### config.mk
export PLATFORM = sky130hd
export DESIGN_NAME = periodic_timer_with_repeats
export DESIGN_NICKNAME = d
export VERILOG_FILES = /design/src/rtl/core/ptwr_pkg.sv /design/src/rtl/core/ptwr_div.sv /design/src/rtl/core/ptwr_dp.sv /design/src/rtl/core/ptwr_ctrl.sv /design/src/rtl/core/periodic_timer_with_repeats.sv
export SDC_FILE = /design/constraint.sdc
export NUM_CORES = 1
export LEC_CHECK = 0
export BUFFER_PORTS_ARGS = -buffer_cell sky130_fd_sc_hd__buf_4
export CAP_MARGIN = 10
export CORE_UTILIZATION = 55
export DETAILED_ROUTE_END_ITERATION = 7
export PLACE_DENSITY = 0.74
export SYNTH_ARGS = -nofsm -noshare
export SYNTH_HDL_FRONTEND = slang
export SYNTH_SLANG_ARGS = --single-unit
### constraint.sdc
create_clock -name i_clk -period 6.5 [get_ports i_clk]
set_input_delay 1.3 -clock i_clk [delete_from_list [all_inputs] [get_ports i_clk]]
set_output_delay 1.3 -clock i_clk [all_outputs]
set_load 0.01 [all_outputs]
### src/rtl/core/ptwr_pkg.sv
// Shared types and constants of the periodic timer with repeat bursts.
package ptwr_pkg;

    localparam int CFG_IDX_W  = 3;
    localparam int CFG_DATA_W = 32;
    localparam int PERIOD_W   = 32;
    localparam int QTY_W      = 8;
    localparam int OP_W       = 2;
    localparam int NOW_W      = 32;
    localparam int IDX_OUT_W  = 8;

    localparam logic [CFG_IDX_W-1:0] CFG_PERIOD          = 3'd0;
    localparam logic [CFG_IDX_W-1:0] CFG_REPEAT_PERIOD   = 3'd1;
    localparam logic [CFG_IDX_W-1:0] CFG_REPEAT_QUANTITY = 3'd2;
    localparam logic [CFG_IDX_W-1:0] CFG_SYNC_MODE       = 3'd3;
    localparam logic [CFG_IDX_W-1:0] CFG_POSTPONE        = 3'd4;

    localparam logic [OP_W-1:0] OP_POLL     = 2'd0;
    localparam logic [OP_W-1:0] OP_START    = 2'd1;
    localparam logic [OP_W-1:0] OP_COMPLETE = 2'd2;

    typedef struct packed {
        logic load;
        logic div_go;
        logic div_sel_rep;
        logic div_base_rep;
        logic wr_start;
        logic wr_main;
        logic wr_rep_arm;
        logic wr_rep_step;
        logic wr_cnt_zero;
        logic out_load;
        logic out_fire;
        logic out_rep;
    } t_dp_cmd;

    typedef struct packed {
        logic [OP_W-1:0] op;
        logic            main_hit;
        logic            rep_hit;
        logic            rep_en;
        logic            sync;
        logic            div_done;
    } t_dp_status;

endpackage

### src/rtl/core/ptwr_div.sv
// Bit-serial restoring divider that returns the remainder only.
module ptwr_div #(
    parameter int DVD_W = 32,
    parameter int DVS_W = 32
) (
    input  logic             i_clk,
    input  logic             i_rst_n,
    input  logic             i_go,
    input  logic [DVD_W-1:0] i_dividend,
    input  logic [DVS_W-1:0] i_divisor,
    output logic [DVS_W-1:0] o_rem,
    output logic             o_busy
);
    localparam int CNT_W = $clog2(DVD_W + 1);

    logic [DVD_W-1:0] r_dvd;
    logic [DVS_W-1:0] r_dvs;
    logic [DVS_W-1:0] r_rem;
    logic [CNT_W-1:0] r_cnt;
    logic             r_busy;
    logic [DVS_W:0]   trial;
    logic [DVS_W:0]   dvs_ext;

    assign trial   = {r_rem, r_dvd[DVD_W-1]};
    assign dvs_ext = {1'b0, r_dvs};

    always_ff @(posedge i_clk) begin
        if (!i_rst_n) begin
            r_busy <= 1'b0;
            r_cnt  <= '0;
        end else if (i_go) begin
            r_busy <= 1'b1;
            r_cnt  <= CNT_W'(DVD_W);
        end else if (r_busy) begin
            r_cnt <= r_cnt - 1'b1;
            if (r_cnt == CNT_W'(1)) begin
                r_busy <= 1'b0;
            end
        end
    end

    always_ff @(posedge i_clk) begin
        if (i_go) begin
            r_dvd <= i_dividend;
            r_dvs <= i_divisor;
            r_rem <= '0;
        end else if (r_busy) begin
            r_dvd <= r_dvd << 1;
            if (trial >= dvs_ext) begin
                r_rem <= DVS_W'(trial - dvs_ext);
            end else begin
                r_rem <= DVS_W'(trial);
            end
        end
    end

    assign o_rem  = r_rem;
    assign o_busy = r_busy;

endmodule

### src/rtl/core/ptwr_dp.sv
// Datapath: configuration, due times, repeat counter, divider and result register.
module ptwr_dp #(
    parameter int TIME_BITS  = 32,
    parameter int COUNT_BITS = 8
) (
    input  logic                               i_clk,
    input  logic                               i_rst_n,
    input  logic                               i_cfg_we,
    input  logic [ptwr_pkg::CFG_IDX_W-1:0]     i_cfg_index,
    input  logic [ptwr_pkg::CFG_DATA_W-1:0]    i_cfg_data,
    input  logic [ptwr_pkg::OP_W-1:0]          i_operation,
    input  logic [ptwr_pkg::NOW_W-1:0]         i_now_seconds,
    input  ptwr_pkg::t_dp_cmd                  i_cmd,
    output ptwr_pkg::t_dp_status               o_status,
    output logic                               o_ready_res,
    output logic                               o_repeat_fire,
    output logic [ptwr_pkg::IDX_OUT_W-1:0]     o_repeat_index
);
    import ptwr_pkg::*;

    localparam int DW   = TIME_BITS + 1;
    localparam int SW   = ((TIME_BITS > PERIOD_W) ? TIME_BITS : PERIOD_W) + 2;
    localparam int CMPW = ((COUNT_BITS + 1) > QTY_W) ? (COUNT_BITS + 1) : QTY_W;
    localparam logic [SW-1:0] DUE_MAX = SW'({DW{1'b1}});

    logic [PERIOD_W-1:0]   r_period;
    logic [PERIOD_W-1:0]   r_rep_period;
    logic [QTY_W-1:0]      r_quantity;
    logic                  r_sync;
    logic                  r_postpone;
    logic [OP_W-1:0]       r_op;
    logic [TIME_BITS-1:0]  r_now;
    logic [DW-1:0]         r_next_due;
    logic [DW-1:0]         r_rep_due;
    logic [COUNT_BITS-1:0] r_cnt;
    logic                  r_ready_res;
    logic                  r_repeat_fire;
    logic [IDX_OUT_W-1:0]  r_repeat_index;

    logic [DW-1:0]         now_dw;
    logic [SW-1:0]         now_sw;
    logic [SW-1:0]         rem_sw;
    logic [DW-1:0]         div_base;
    logic [DW-1:0]         diff;
    logic [PERIOD_W-1:0]   divisor;
    logic [PERIOD_W-1:0]   rem;
    logic                  div_busy;
    logic [SW-1:0]         main_raw;
    logic [SW-1:0]         rep_raw;
    logic [SW-1:0]         start_raw;
    logic [DW-1:0]         main_adv;
    logic [DW-1:0]         rep_adv;
    logic [DW-1:0]         start_due;
    logic                  rep_en;
    logic [COUNT_BITS:0]   cnt_inc;
    logic [COUNT_BITS-1:0] cnt_step;

    function automatic logic [DW-1:0] sat_due(input logic [SW-1:0] x);
        return (x > DUE_MAX) ? DUE_MAX[DW-1:0] : x[DW-1:0];
    endfunction

    assign now_dw = DW'(r_now);
    assign now_sw = SW'(r_now);
    assign rem_sw = r_sync ? SW'(rem) : '0;

    // In sync mode the due time lands on the first grid point past now,
    // which is now minus the remainder plus one period.
    assign main_raw  = now_sw + SW'(r_period) - rem_sw;
    assign rep_raw   = now_sw + SW'(r_rep_period) - rem_sw;
    assign start_raw = now_sw + (r_postpone ? SW'(r_period) : '0);
    assign main_adv  = sat_due(main_raw);
    assign rep_adv   = sat_due(rep_raw);
    assign start_due = sat_due(start_raw);

    assign div_base = i_cmd.div_base_rep ? r_rep_due : r_next_due;
    assign diff     = now_dw - div_base;
    assign divisor  = i_cmd.div_sel_rep ? r_rep_period : r_period;

    assign rep_en = (r_rep_period != '0) && (r_rep_period < r_period) && (r_quantity != '0);

    assign cnt_inc  = (COUNT_BITS + 1)'(r_cnt) + 1'b1;
    assign cnt_step = ((CMPW'(cnt_inc) > CMPW'(r_quantity)) || cnt_inc[COUNT_BITS])
                      ? '0 : cnt_inc[COUNT_BITS-1:0];

    ptwr_div #(
        .DVD_W (TIME_BITS),
        .DVS_W (PERIOD_W)
    ) u_div (
        .i_clk      (i_clk),
        .i_rst_n    (i_rst_n),
        .i_go       (i_cmd.div_go),
        .i_dividend (diff[TIME_BITS-1:0]),
        .i_divisor  (divisor),
        .o_rem      (rem),
        .o_busy     (div_busy)
    );

    always_comb begin
        o_status.op       = r_op;
        o_status.main_hit = (r_period != '0) && (r_next_due <= now_dw);
        o_status.rep_hit  = rep_en && (r_cnt != '0) && (r_rep_due <= now_dw);
        o_status.rep_en   = rep_en;
        o_status.sync     = r_sync;
        o_status.div_done = !div_busy;
    end

    always_ff @(posedge i_clk) begin
        if (!i_rst_n) begin
            r_period     <= '0;
            r_rep_period <= '0;
            r_quantity   <= '0;
            r_sync       <= 1'b0;
            r_postpone   <= 1'b0;
        end else if (i_cfg_we) begin
            unique case (i_cfg_index)
                CFG_PERIOD:          r_period     <= i_cfg_data;
                CFG_REPEAT_PERIOD:   r_rep_period <= i_cfg_data;
                CFG_REPEAT_QUANTITY: r_quantity   <= i_cfg_data[QTY_W-1:0];
                CFG_SYNC_MODE:       r_sync       <= i_cfg_data[0];
                CFG_POSTPONE:        r_postpone   <= i_cfg_data[0];
                default: ;
            endcase
        end
    end

    always_ff @(posedge i_clk) begin
        if (!i_rst_n) begin
            r_next_due <= '0;
            r_rep_due  <= '0;
            r_cnt      <= '0;
        end else begin
            if (i_cmd.wr_start) begin
                r_next_due <= start_due;
                r_rep_due  <= start_due;
                r_cnt      <= '0;
            end
            if (i_cmd.wr_main) begin
                r_next_due <= main_adv;
            end
            if (i_cmd.wr_rep_arm) begin
                r_rep_due <= rep_adv;
                r_cnt     <= COUNT_BITS'(1);
            end
            if (i_cmd.wr_rep_step) begin
                r_rep_due <= rep_adv;
                r_cnt     <= cnt_step;
            end
            if (i_cmd.wr_cnt_zero) begin
                r_cnt <= '0;
            end
        end
    end

    always_ff @(posedge i_clk) begin
        if (i_cmd.load) begin
            r_op  <= i_operation;
            r_now <= TIME_BITS'(i_now_seconds);
        end
        if (i_cmd.out_load) begin
            r_ready_res    <= i_cmd.out_fire;
            r_repeat_fire  <= i_cmd.out_rep;
            r_repeat_index <= IDX_OUT_W'(r_cnt);
        end
    end

    assign o_ready_res    = r_ready_res;
    assign o_repeat_fire  = r_repeat_fire;
    assign o_repeat_index = r_repeat_index;

endmodule

### src/rtl/core/ptwr_ctrl.sv
// Controller state machine that sequences one transaction through the datapath.
module ptwr_ctrl (
    input  logic                 i_clk,
    input  logic                 i_rst_n,
    input  logic                 i_in_valid,
    output logic                 o_in_stall,
    output logic                 o_out_valid,
    input  logic                 i_out_stall,
    input  ptwr_pkg::t_dp_status i_status,
    output ptwr_pkg::t_dp_cmd    o_cmd
);
    import ptwr_pkg::*;

    typedef enum logic [2:0] {
        S_IDLE,
        S_EVAL,
        S_DIV_ARM,
        S_DIV_MAIN,
        S_DIV_STEP,
        S_OUT
    } t_state;

    t_state r_state, n_state;
    logic   r_fire, n_fire;
    logic   r_rep, n_rep;
    logic   r_out_valid, n_out_valid;
    logic   out_free;

    assign out_free   = !r_out_valid || !i_out_stall;
    assign o_in_stall = (r_state != S_IDLE);

    always_comb begin
        n_state     = r_state;
        n_fire      = r_fire;
        n_rep       = r_rep;
        n_out_valid = r_out_valid && i_out_stall;
        o_cmd       = '0;
        o_cmd.out_fire = r_fire;
        o_cmd.out_rep  = r_rep;

        unique case (r_state)
            S_IDLE: begin
                if (i_in_valid) begin
                    o_cmd.load = 1'b1;
                    n_fire     = 1'b0;
                    n_rep      = 1'b0;
                    n_state    = S_EVAL;
                end
            end
            S_EVAL: begin
                n_state = S_OUT;
                unique case (i_status.op)
                    OP_START: begin
                        o_cmd.wr_start = 1'b1;
                    end
                    OP_COMPLETE: begin
                        o_cmd.wr_cnt_zero = 1'b1;
                    end
                    OP_POLL: begin
                        if (i_status.main_hit) begin
                            n_fire = 1'b1;
                            if (i_status.rep_en) begin
                                if (i_status.sync) begin
                                    // Repeat grid first: it still needs the old due time.
                                    o_cmd.div_go      = 1'b1;
                                    o_cmd.div_sel_rep = 1'b1;
                                    n_state           = S_DIV_ARM;
                                end else begin
                                    o_cmd.wr_main    = 1'b1;
                                    o_cmd.wr_rep_arm = 1'b1;
                                end
                            end else begin
                                o_cmd.wr_cnt_zero = 1'b1;
                                if (i_status.sync) begin
                                    o_cmd.div_go = 1'b1;
                                    n_state      = S_DIV_MAIN;
                                end else begin
                                    o_cmd.wr_main = 1'b1;
                                end
                            end
                        end else if (i_status.rep_hit) begin
                            n_fire = 1'b1;
                            n_rep  = 1'b1;
                            if (i_status.sync) begin
                                o_cmd.div_go       = 1'b1;
                                o_cmd.div_sel_rep  = 1'b1;
                                o_cmd.div_base_rep = 1'b1;
                                n_state            = S_DIV_STEP;
                            end else begin
                                o_cmd.wr_rep_step = 1'b1;
                            end
                        end
                    end
                    default: ;
                endcase
            end
            S_DIV_ARM: begin
                if (i_status.div_done) begin
                    o_cmd.wr_rep_arm = 1'b1;
                    o_cmd.div_go     = 1'b1;
                    n_state          = S_DIV_MAIN;
                end
            end
            S_DIV_MAIN: begin
                if (i_status.div_done) begin
                    o_cmd.wr_main = 1'b1;
                    n_state       = S_OUT;
                end
            end
            S_DIV_STEP: begin
                if (i_status.div_done) begin
                    o_cmd.wr_rep_step = 1'b1;
                    n_state           = S_OUT;
                end
            end
            S_OUT: begin
                if (out_free) begin
                    o_cmd.out_load = 1'b1;
                    n_out_valid    = 1'b1;
                    n_state        = S_IDLE;
                end
            end
            default: n_state = S_IDLE;
        endcase
    end

    always_ff @(posedge i_clk) begin
        if (!i_rst_n) begin
            r_state     <= S_IDLE;
            r_fire      <= 1'b0;
            r_rep       <= 1'b0;
            r_out_valid <= 1'b0;
        end else begin
            r_state     <= n_state;
            r_fire      <= n_fire;
            r_rep       <= n_rep;
            r_out_valid <= n_out_valid;
        end
    end

    assign o_out_valid = r_out_valid;

endmodule

### src/rtl/core/periodic_timer_with_repeats.sv
// Periodic due-time checker with repeat bursts: top level.
//
// Input channel (i_in_valid / o_in_stall) carries an operation (poll, start,
// complete) and the current time in seconds. Every input transaction yields
// exactly one result transaction on the output channel (o_out_valid /
// i_out_stall): ready_res, repeat_fire and the repeat counter after the item.
// Configuration registers are written through i_cfg_we / i_cfg_index /
// i_cfg_data; the user must write them only while no transaction is in
// flight, and the block does not enforce this. Start, complete and
// non-firing or non-sync polls pass from S_IDLE through S_EVAL and S_OUT
// back to S_IDLE. In sync mode a fire needs the remainder of the elapsed
// time by the period from the bit-serial divider: a repeat fire waits for
// one division, a main fire that arms a burst for two (repeat period first).
// The result sits in an output register: the next item is accepted while it
// waits, and a stalled receiver only holds back the following result.
// Synchronous reset clears the due times, the repeat counter and all
// configuration registers; no clearing pass is needed.
module periodic_timer_with_repeats #(
    parameter int TIME_BITS  = 32,
    parameter int COUNT_BITS = 8
) (
    input  logic                               i_clk,
    input  logic                               i_rst_n,
    input  logic                               i_in_valid,
    output logic                               o_in_stall,
    input  logic [ptwr_pkg::OP_W-1:0]          i_operation,
    input  logic [ptwr_pkg::NOW_W-1:0]         i_now_seconds,
    output logic                               o_out_valid,
    input  logic                               i_out_stall,
    output logic                               o_ready_res,
    output logic                               o_repeat_fire,
    output logic [ptwr_pkg::IDX_OUT_W-1:0]     o_repeat_index,
    input  logic                               i_cfg_we,
    input  logic [ptwr_pkg::CFG_IDX_W-1:0]     i_cfg_index,
    input  logic [ptwr_pkg::CFG_DATA_W-1:0]    i_cfg_data
);
    import ptwr_pkg::*;

    t_dp_cmd    cmd;
    t_dp_status status;

    ptwr_ctrl u_ctrl (
        .i_clk       (i_clk),
        .i_rst_n     (i_rst_n),
        .i_in_valid  (i_in_valid),
        .o_in_stall  (o_in_stall),
        .o_out_valid (o_out_valid),
        .i_out_stall (i_out_stall),
        .i_status    (status),
        .o_cmd       (cmd)
    );

    ptwr_dp #(
        .TIME_BITS  (TIME_BITS),
        .COUNT_BITS (COUNT_BITS)
    ) u_dp (
        .i_clk          (i_clk),
        .i_rst_n        (i_rst_n),
        .i_cfg_we       (i_cfg_we),
        .i_cfg_index    (i_cfg_index),
        .i_cfg_data     (i_cfg_data),
        .i_operation    (i_operation),
        .i_now_seconds  (i_now_seconds),
        .i_cmd          (cmd),
        .o_status       (status),
        .o_ready_res    (o_ready_res),
        .o_repeat_fire  (o_repeat_fire),
        .o_repeat_index (o_repeat_index)
    );

endmodule
==> flow_metrics.env, run 1 <==
export IMPL_stdcell_area_um2=28800
export IMPL_die_area_um2=47900
export IMPL_ff_latch_area_um2=7110
export IMPL_grt_max_degree=77
export IMPL_p_leak_nw=12.4
export IMPL_max_stage_delay_ns=0.52
export IMPL_relSlewSlack_pct=8.64
export IMPL_syn_inst=3159
export IMPL_finalPower_w=0.00654
export IMPL_vias=24500
export IMPL_worstPathArrival_ns=6.39
export IMPL_ys_seq_elements=301
export IMPL_tns_ns=0
export IMPL_status="completed"
export IMPL_numCtsBuffers=36
export IMPL_multiInputGateArea_um2=17700
export IMPL_crit_start="u_dp.r_period[25]$_SDFFE_PN0P_"
export IMPL_layout_min_cycle_time_ns=6.09
export IMPL_ys_warn_count=0
export IMPL_crit_fanout=6
export IMPL_placed_area_um2=27500
export IMPL_clock_tree_root_cell="clkbuf_16"
export IMPL_drive_gt1_share_pct=8.65
export IMPL_timing_final_max_slew_violations=0
export IMPL_rows=79
export IMPL_cts_htree_levels=2
export IMPL_clk_latency_ns=0.56
export IMPL_fin_crit_sh_pct=93.6
export IMPL_synthesis_nets=3570
export IMPL_globalplace_congestion=0.976
export IMPL_syn_area_per_cell_um2=8.19
export IMPL_skew_ns=0.0377
export IMPL_io_pins=86
export IMPL_drv_cap=0
export IMPL_fmax_mhz=164
export IMPL_setup_worst_path_end_class="flip-flop"
export IMPL_wl_per_cell_um=21.5
export IMPL_ys_seq_area_share_pct=27.5
export IMPL_routed_wl_um=83900
export IMPL_worstPathRequired_ns=6.80
export IMPL_path_class="flip-flop to flip-flop"
export IMPL_ys_flop_type="dfxtp_1"
export IMPL_power_density_nw_per_um2=227
export IMPL_grt_pass1_wl_um=127000
export IMPL_start_util_pct=55.7
export IMPL_area_delta_synth_final_pct=11.2
export IMPL_grt_usage_pct=34.3
export IMPL_antenna_cells=0
export IMPL_core_um2=46500
export IMPL_worst_slew_pin_slew_ns=1.36
export IMPL_postCtsSetupBuffers=0
export IMPL_hold_path_startpoint="u_ctrl.r_rep$_SDFFE_PN0P_"
export IMPL_clock_path_buffers=3
export IMPL_antenna_found_initial=2
export IMPL_drtIter0Drc=1965
export IMPL_firstDrtPassIters=6
export IMPL_cts_tree="done"
export IMPL_synth_edf_count=108
export IMPL_hold_viol_final=0
export IMPL_dp_hpwl_um=66200
export IMPL_postLayoutCoreUtil_pct=61.9
export IMPL_drtAntennaViolNets=0
export IMPL_nNetsFinal=3678
export IMPL_vdd_ir_drop_max_v=0.000219
export IMPL_async_flop_share_pct=0
export IMPL_grt_pass1_vias=23000
export IMPL_die_h_um=219
export IMPL_fp_dieW_um=219
export IMPL_start_kind="flip-flop"
export IMPL_rsz0062_at_grt="no"
export IMPL_synth_lib_cells_used_distinct=92
export IMPL_portBuffers=85
export IMPL_regToRegStartpoint="u_dp.r_period[25]$_SDFFE_PN0P_"
export IMPL_drc=0
export IMPL_path_cells="inv_1 -> ha_1 -> a21o_1 -> a21o_1 -> a21o_1 -> a221oi_2 -> o31a_1 -> o41ai_2 -> nor4b_4 -> buf_4 -> mux2i_1 -> ha_1 -> o21ai_0 -> a21oi_1 -> o21ai_0 -> a211oi_1 -> o21ai_0 -> a21oi_1 -> o41ai_1 -> a21boi_0 -> or4_1 -> o221a_2"
export IMPL_setup_violations=0
export IMPL_clk_pin_slew_worst_paths_ns=0.06
export IMPL_viasPerCell=6.28
export IMPL_gr_total_overflow=0
export IMPL_cts_sinks=301
export IMPL_hold_class="flip-flop to flip-flop"
export IMPL_crit_slowest_cell="nor4b_4"
export IMPL_syn_area_um2=25900
export IMPL_fillers=4153
==> Yosys cell counts (all sizes together) (62+ instances only) <==
cell / instances / area, um^2
a21o: 104 / 781
o21ai: 217 / 1090
a21oi: 330 / 1660
xnor2: 126 / 1100
nand2: 427 / 1600
ha: 330 / 4130
dfxtp: 193 / 3860
mux2i: 62 / 621
clkbuf: 76 / 285
nor2: 147 / 552
edfxtp: 108 / 3240
inv: 195 / 732
==> flip-flops by register name, indices dropped and copies added, names as in the netlist, 2 cells and up <==
signal,cells
u_dp.u_div.o_rem,32
u_dp.o_repeat_index,8
u_dp.u_div.r_dvd,32
u_dp.r_period,32
u_dp.r_rep_period,32
u_dp.r_cnt,8
u_dp.r_now,32
u_ctrl.r_state,3
u_dp.u_div.r_dvs,32
u_dp.u_div.r_cnt,6
u_dp.r_rep_due,33
u_dp.r_next_due,33
u_dp.r_quantity,8
u_dp.r_op,2
==> logic make-up after synthesis <==
family                   after synthesis  share of synthesized area (%)
AND/OR/NAND/NOR                      952                           17.3
multiplexers                          69                           2.70
AO/OA/AOI/OAI                       1022                           25.4
XOR/XNOR                             187                           6.33
flip-flops                           301                           27.5
adder cells (fa/ha/maj)              337                           16.5
buffers and inverters                291                           4.33
==> critical path: cells and delay by family, from the launching register on <==
kind,cells,cell delay (ns)
AOI/OAI and AO/OA,15,3.41
buffers and inverters,2,0.32
muxes,1,0.19
DFF,1,0.39
adders and majority gates,2,0.57
and+or+nand+nor,2,0.93
==> through the flow <==
| stage | setup WS, ns | instances | hold WS (ns) |
|---|---|---|---|
| after floorplan | 0.928 | 3159 | 0.409 |
| after global placement | 0.261 | 3835 | 0.425 |
| after detailed placement | 0.192 | 3836 | 0.447 |
| after CTS | 0.142 | 3902 | 0.460 |
| after global routing | 0.0927 | 3902 | 0.465 |
| final | 0.414 | 3902 | 0.457 |
==> final cells by class <==
cell class | instances | area share [%]
multi-input combinational | 2567 | 61.6
tap | 607 | 2.64
timing repair buffer | 165 | 4.30
sequential | 301 | 24.7
clock inverter | 12 | 0.409
clock buffer | 54 | 3.84
inverter | 196 | 2.56
==> path summary, 6_finish.rpt <==
kind | to | slack, ns | depth (start not counted)
worst max-delay path | u_dp.u_div.r_dvd[29]$_DFFE_PP_ | 0.41 | 22
worst min-delay path | u_dp.o_repeat_fire$_DFFE_PP_ | 0.46 | 0
worst max register to register | u_dp.u_div.r_dvd[29]$_DFFE_PP_ | 0.41 | 22
worst min register to register | u_dp.o_repeat_fire$_DFFE_PP_ | 0.46 | 0
==> power breakdown <==
group	leakage, nW	switching [W]	internal (W)
sequential	2.52	0.000157	0.00210
combinational	9.29	0.00129	0.000886
clock	0.601	0.000851	0.00126
total	12.4	0.00230	0.00424
==> metal layers <==
layer	share of wire (%)	vias to the layer above	track usage, %	wire length, um
li1	-	11800	-	-
met1	42	11600	43.3	35300
met2	47	915	57.2	39100
met3	5.8	205	4.17	4870
met4	5.6	0	18.2	4660
met5	0	-	0	0
==> repair_timing <==
item	4_1_cts	5_1_grt
gates resized for setup	0	4
hold buffers	0	0
endpoints found under the setup margin	0	5
==> layout by cell type, fill, tap and decap left out, types with 62 or more instances in the layout <==
| cell type | count |
|---|---|
| nor2_1 | 147 |
| dfxtp_1 | 193 |
| edfxtp_1 | 108 |
| buf_4 | 164 |
| nand2_1 | 427 |
| inv_1 | 194 |
| a21o_1 | 104 |
| a21oi_1 | 329 |
| xnor2_1 | 126 |
| o21ai_0 | 212 |
| mux2i_1 | 62 |
| ha_1 | 330 |
No activity file was read; power rests on OpenSTA's default activity.
==> run 2: changes to the inputs <==
--- a/config.mk
+++ b/config.mk
@@ -5,6 +5,7 @@
 export SDC_FILE = /design/constraint.sdc
 export NUM_CORES = 1
 export LEC_CHECK = 0
+export ABC_AREA = 1
 export BUFFER_PORTS_ARGS = -buffer_cell sky130_fd_sc_hd__buf_4
 export CAP_MARGIN = 10
 export CORE_UTILIZATION = 55
==> constraint.sdc (replaced) <==
create_clock -name i_clk -period 6.5 [get_ports i_clk]
set_input_delay 0.975 -clock i_clk [delete_from_list [all_inputs] [get_ports i_clk]]
set_output_delay 0.975 -clock i_clk [all_outputs]
set_load 0.01 [all_outputs]
==> flow_metrics.env, run 2 <==
export IMPL_start_util_pct=55.6
export IMPL_ys_seq_area_share_pct=25.0
export IMPL_die_h_um=230
export IMPL_rsz0062_at_grt="no"
export IMPL_vias=30200
export IMPL_synthTopCellsByCount="nand2_1 (1075), inv_1 (453), nor2_1 (425)"
export IMPL_gr_total_overflow=0
export IMPL_p_leak_nw=15.1
export IMPL_ctsResizeCount=0
export IMPL_hold_slack_ns=0.446
export IMPL_portBuffers=85
export IMPL_finalNonFillerCells=5023
export IMPL_crit_start="u_dp.r_now[31]$_DFFE_PP_"
export IMPL_stdcell_area_um2=31100
export IMPL_crit_slowest_cell="nor4_1"
export IMPL_crit_top_cell="a21oi_1"
export IMPL_synthDominantCellAreaShare_pct=14.5
export IMPL_relSlewSlack_pct=19.7
export IMPL_grt_pass1_wl_um=166000
export IMPL_grt_pass1_vias=27200
export IMPL_skew_ns=0.0301
export IMPL_core_um2=51200
export IMPL_clock_path_buffers=3
export IMPL_status="completed"
export IMPL_drive_gt1_share_pct=5.69
export IMPL_power_density_nw_per_um2=260
export IMPL_worstRegToRegCells=22
export IMPL_setup_worst_path_end_class="flip-flop"
export IMPL_syn_area_per_cell_um2=6.70
export IMPL_rows=83
export IMPL_dp_cells=4951
export IMPL_fin_crit_sh_pct=90.5
export IMPL_cts_htree_levels=2
export IMPL_start_kind="flip-flop"
export IMPL_clk_pin_slew_worst_paths_ns=0.06
export IMPL_ys_flop_type="dfxtp_1"
export IMPL_async_flop_share_pct=0
export IMPL_crit_family="simple AND/OR/NAND/NOR gates"
export IMPL_clock_tree_root_cell="clkbuf_16"
export IMPL_hold_viol_final=0
export IMPL_globalplace_congestion=1.05
export IMPL_syn_area_um2=28500
export IMPL_io_pins=86
export IMPL_syn_inst=4249
export IMPL_worstPathRequired_ns=6.79
export IMPL_clockPowerShare_pct=26.9
export IMPL_wl_per_cell_um=22.2
export IMPL_crit_fanout=12
export IMPL_drv_cap=0
export IMPL_final_common_cell="nand2_1"
export IMPL_largestRegisters="u_dp.r_next_due x33, u_dp.r_rep_due x33"
export IMPL_firstDrtPassIters=7
export IMPL_area_delta_synth_final_pct=9.04
export IMPL_synth_edf_count=108
export IMPL_synthesis_nets=4660
export IMPL_postCtsSetupBuffers=0
export IMPL_fp_dieW_um=230
export IMPL_cts_tree="done"
export IMPL_ys_seq_elements=301
export IMPL_hold_buffers=0
export IMPL_critPathCapture="u_dp.u_div.r_dvd[22]$_DFFE_PP_"
export IMPL_dp_hpwl_um=90900
export IMPL_rrSetupSlack_ns=0.62
export IMPL_layout_min_cycle_time_ns=5.88
export IMPL_regToRegStartpoint="u_dp.r_now[31]$_DFFE_PP_"
export IMPL_synth_most_common_cell="nand2_1"
export IMPL_p_int_w=0.00455
export IMPL_synth_lib_cells_used_distinct=56
export IMPL_routed_wl_um=111000
export IMPL_cts_sinks=301
export IMPL_clk_latency_ns=0.58
export IMPL_fillers=5077
export IMPL_viasPerCell=6.00
export IMPL_antenna_cells=0
export IMPL_worst_path_stages=22
export IMPL_crit_buf_inv=3
export IMPL_antenna_found_initial=3
export IMPL_timing_final_max_slew_violations=0
export IMPL_vdd_ir_drop_max_v=0.000229
export IMPL_seqPwrFrac_pct=29.6
export IMPL_nNetsFinal=4723
export IMPL_worst_slew_pin_slew_ns=1.19
export IMPL_worstPathArrival_ns=6.17
export IMPL_setup_violations=0
export IMPL_placed_area_um2=29800
export IMPL_yosysTopAreaCell="ha_1"
export IMPL_p_sw_w=0.00352
export IMPL_die_area_um2=52700
export IMPL_ys_top_cells_by_area="ha_1 (14%), nand2_1 (14%), dfxtp_1 (14%)"
export IMPL_drtIter0Drc=3951
export IMPL_rr_endpoint="u_dp.u_div.r_dvd[22]$_DFFE_PP_"
export IMPL_hold_class="flip-flop to flip-flop"
export IMPL_grt_max_degree=75
export IMPL_final_cell_mix="nand2_1 (1073), inv_1 (453), nor2_1 (424)"
export IMPL_fmax_mhz=170
export IMPL_max_stage_delay_ns=0.67
export IMPL_ys_warn_count=0
export IMPL_drc=0
export IMPL_path_cells="inv_1 -> ha_1 -> nand4_1 -> nor4_1 -> nand4_1 -> nand2_1 -> nand2_2 -> nor2_4 -> nand2_2 -> buf_4 -> mux2i_1 -> fa_1 -> nand3_1 -> nand3_1 -> a21oi_1 -> inv_1 -> a21oi_1 -> o21ai_0 -> a21oi_1 -> o21ai_0 -> xnor2_1 -> o21ai_1"
export IMPL_comb_power_share_pct=43.5
export IMPL_path_class="flip-flop to flip-flop"
export IMPL_grt_usage_pct=41.7
export IMPL_tns_ns=0
export IMPL_p_sw_share_pct=43.6
export IMPL_drtAntennaViolNets=0
export IMPL_numCtsBuffers=39
[run 2: cell count changes in the layout (fill, tap and decap cells not counted), sizes merged, moves of 42 or more]
cell / delta
nand2b: -44
a21oi: +68
o21ai: +168
inv: +277
nand3: +134
xor2: +42
nor2: +283
and2: -49
a211oi: -57
a21o: -71
nand2: +664
[run 2: cell type report]
cell class              instances  area (um^2)  area share [%]
clock buffers                  48         1050            3.39
clock inverters                24          208           0.669
inverters                     474         1780            5.73
multi-input cells            3365        19100            61.4
flip-flops and latches        301         7110            22.9
well taps                     680          851            2.74
repair buffers                131          983            3.17
[run 2: power groups by stage]
stage	sequential [W]	clock (W)	combinational [W]
4_1_cts	0.00238	0.00219	0.00340
5_1_grt	0.00240	0.00227	0.00385
3_5_place_dp	0.00242	0	0.00338
2_1_floorplan	0.00231	0	0.00244
3_3_place_gp	0.00242	0	0.00338
6_report	0.00239	0.00217	0.00351
[run 2: metrics by stage]
step                      utilization, %  setup slack (ns)  total power, W
after global placement              58.2             0.839         0.00580
final                               60.7             0.619         0.00808
after detailed placement            58.2             0.826         0.00580
after global routing                60.7             0.350         0.00852
after floorplan                        -              2.11         0.00475
after CTS                           60.7             0.775         0.00797
[run 2: cell families after synthesis]
logic type	after synthesis	share of synthesized area (%)
and+or+nand+nor	1869	27.1
adders and majority gates	337	15.0
muxes	30	1.05
DFF	301	25.0
xor gates and xnor gates	190	5.84
AOI/OAI and AO/OA	939	17.9
buffers and inverters	583	8.13
[run 2: worst min path at each step]
stage	end	slack, ns	depth (start not counted)	start
after floorplan	u_dp.o_ready_res$_DFFE_PP_	0.41	0	u_ctrl.r_fire$_SDFFE_PN0P_
after global placement	u_dp.o_repeat_fire$_DFFE_PP_	0.42	0	u_ctrl.r_rep$_SDFFE_PN0P_
after detailed placement	u_dp.o_repeat_fire$_DFFE_PP_	0.42	0	u_ctrl.r_rep$_SDFFE_PN0P_
after CTS	u_dp.o_ready_res$_DFFE_PP_	0.45	0	u_ctrl.r_fire$_SDFFE_PN0P_
after global routing	u_dp.o_ready_res$_DFFE_PP_	0.47	0	u_ctrl.r_fire$_SDFFE_PN0P_
final	u_dp.o_ready_res$_DFFE_PP_	0.45	0	u_ctrl.r_fire$_SDFFE_PN0P_
[run 2: metal layers]
| layer | wire [um] | share of wire (%) | global-route usage [%] | vias to the layer above |
|---|---|---|---|---|
| met1 | 49400 | 44 | 61.0 | 14000 |
| li1 | - | - | - | 14400 |
| met3 | 12500 | 11 | 8.14 | 217 |
| met2 | 44400 | 40 | 59.4 | 1511 |
| met4 | 4930 | 4.4 | 16.8 | 4 |
| met5 | 29 | 0.026 | 0 | - |
[run 2: worst register-to-register path: stages (launching register included)]
cell and delay [ns]:
edfxtp_1 0.63, inv_1 0.16, ha_1 0.34, nand4_1 0.10, nor4_1 0.67, nand4_1 0.19, nand2_1 0.22, nand2_2 0.12
nor2_4 0.21, nand2_2 0.14, buf_4 0.25, mux2i_1 0.20, fa_1 0.46, nand3_1 0.11, nand3_1 0.13, a21oi_1 0.25
inv_1 0.16, a21oi_1 0.32, o21ai_0 0.22, a21oi_1 0.28, o21ai_0 0.17, xnor2_1 0.19, o21ai_1 0.07
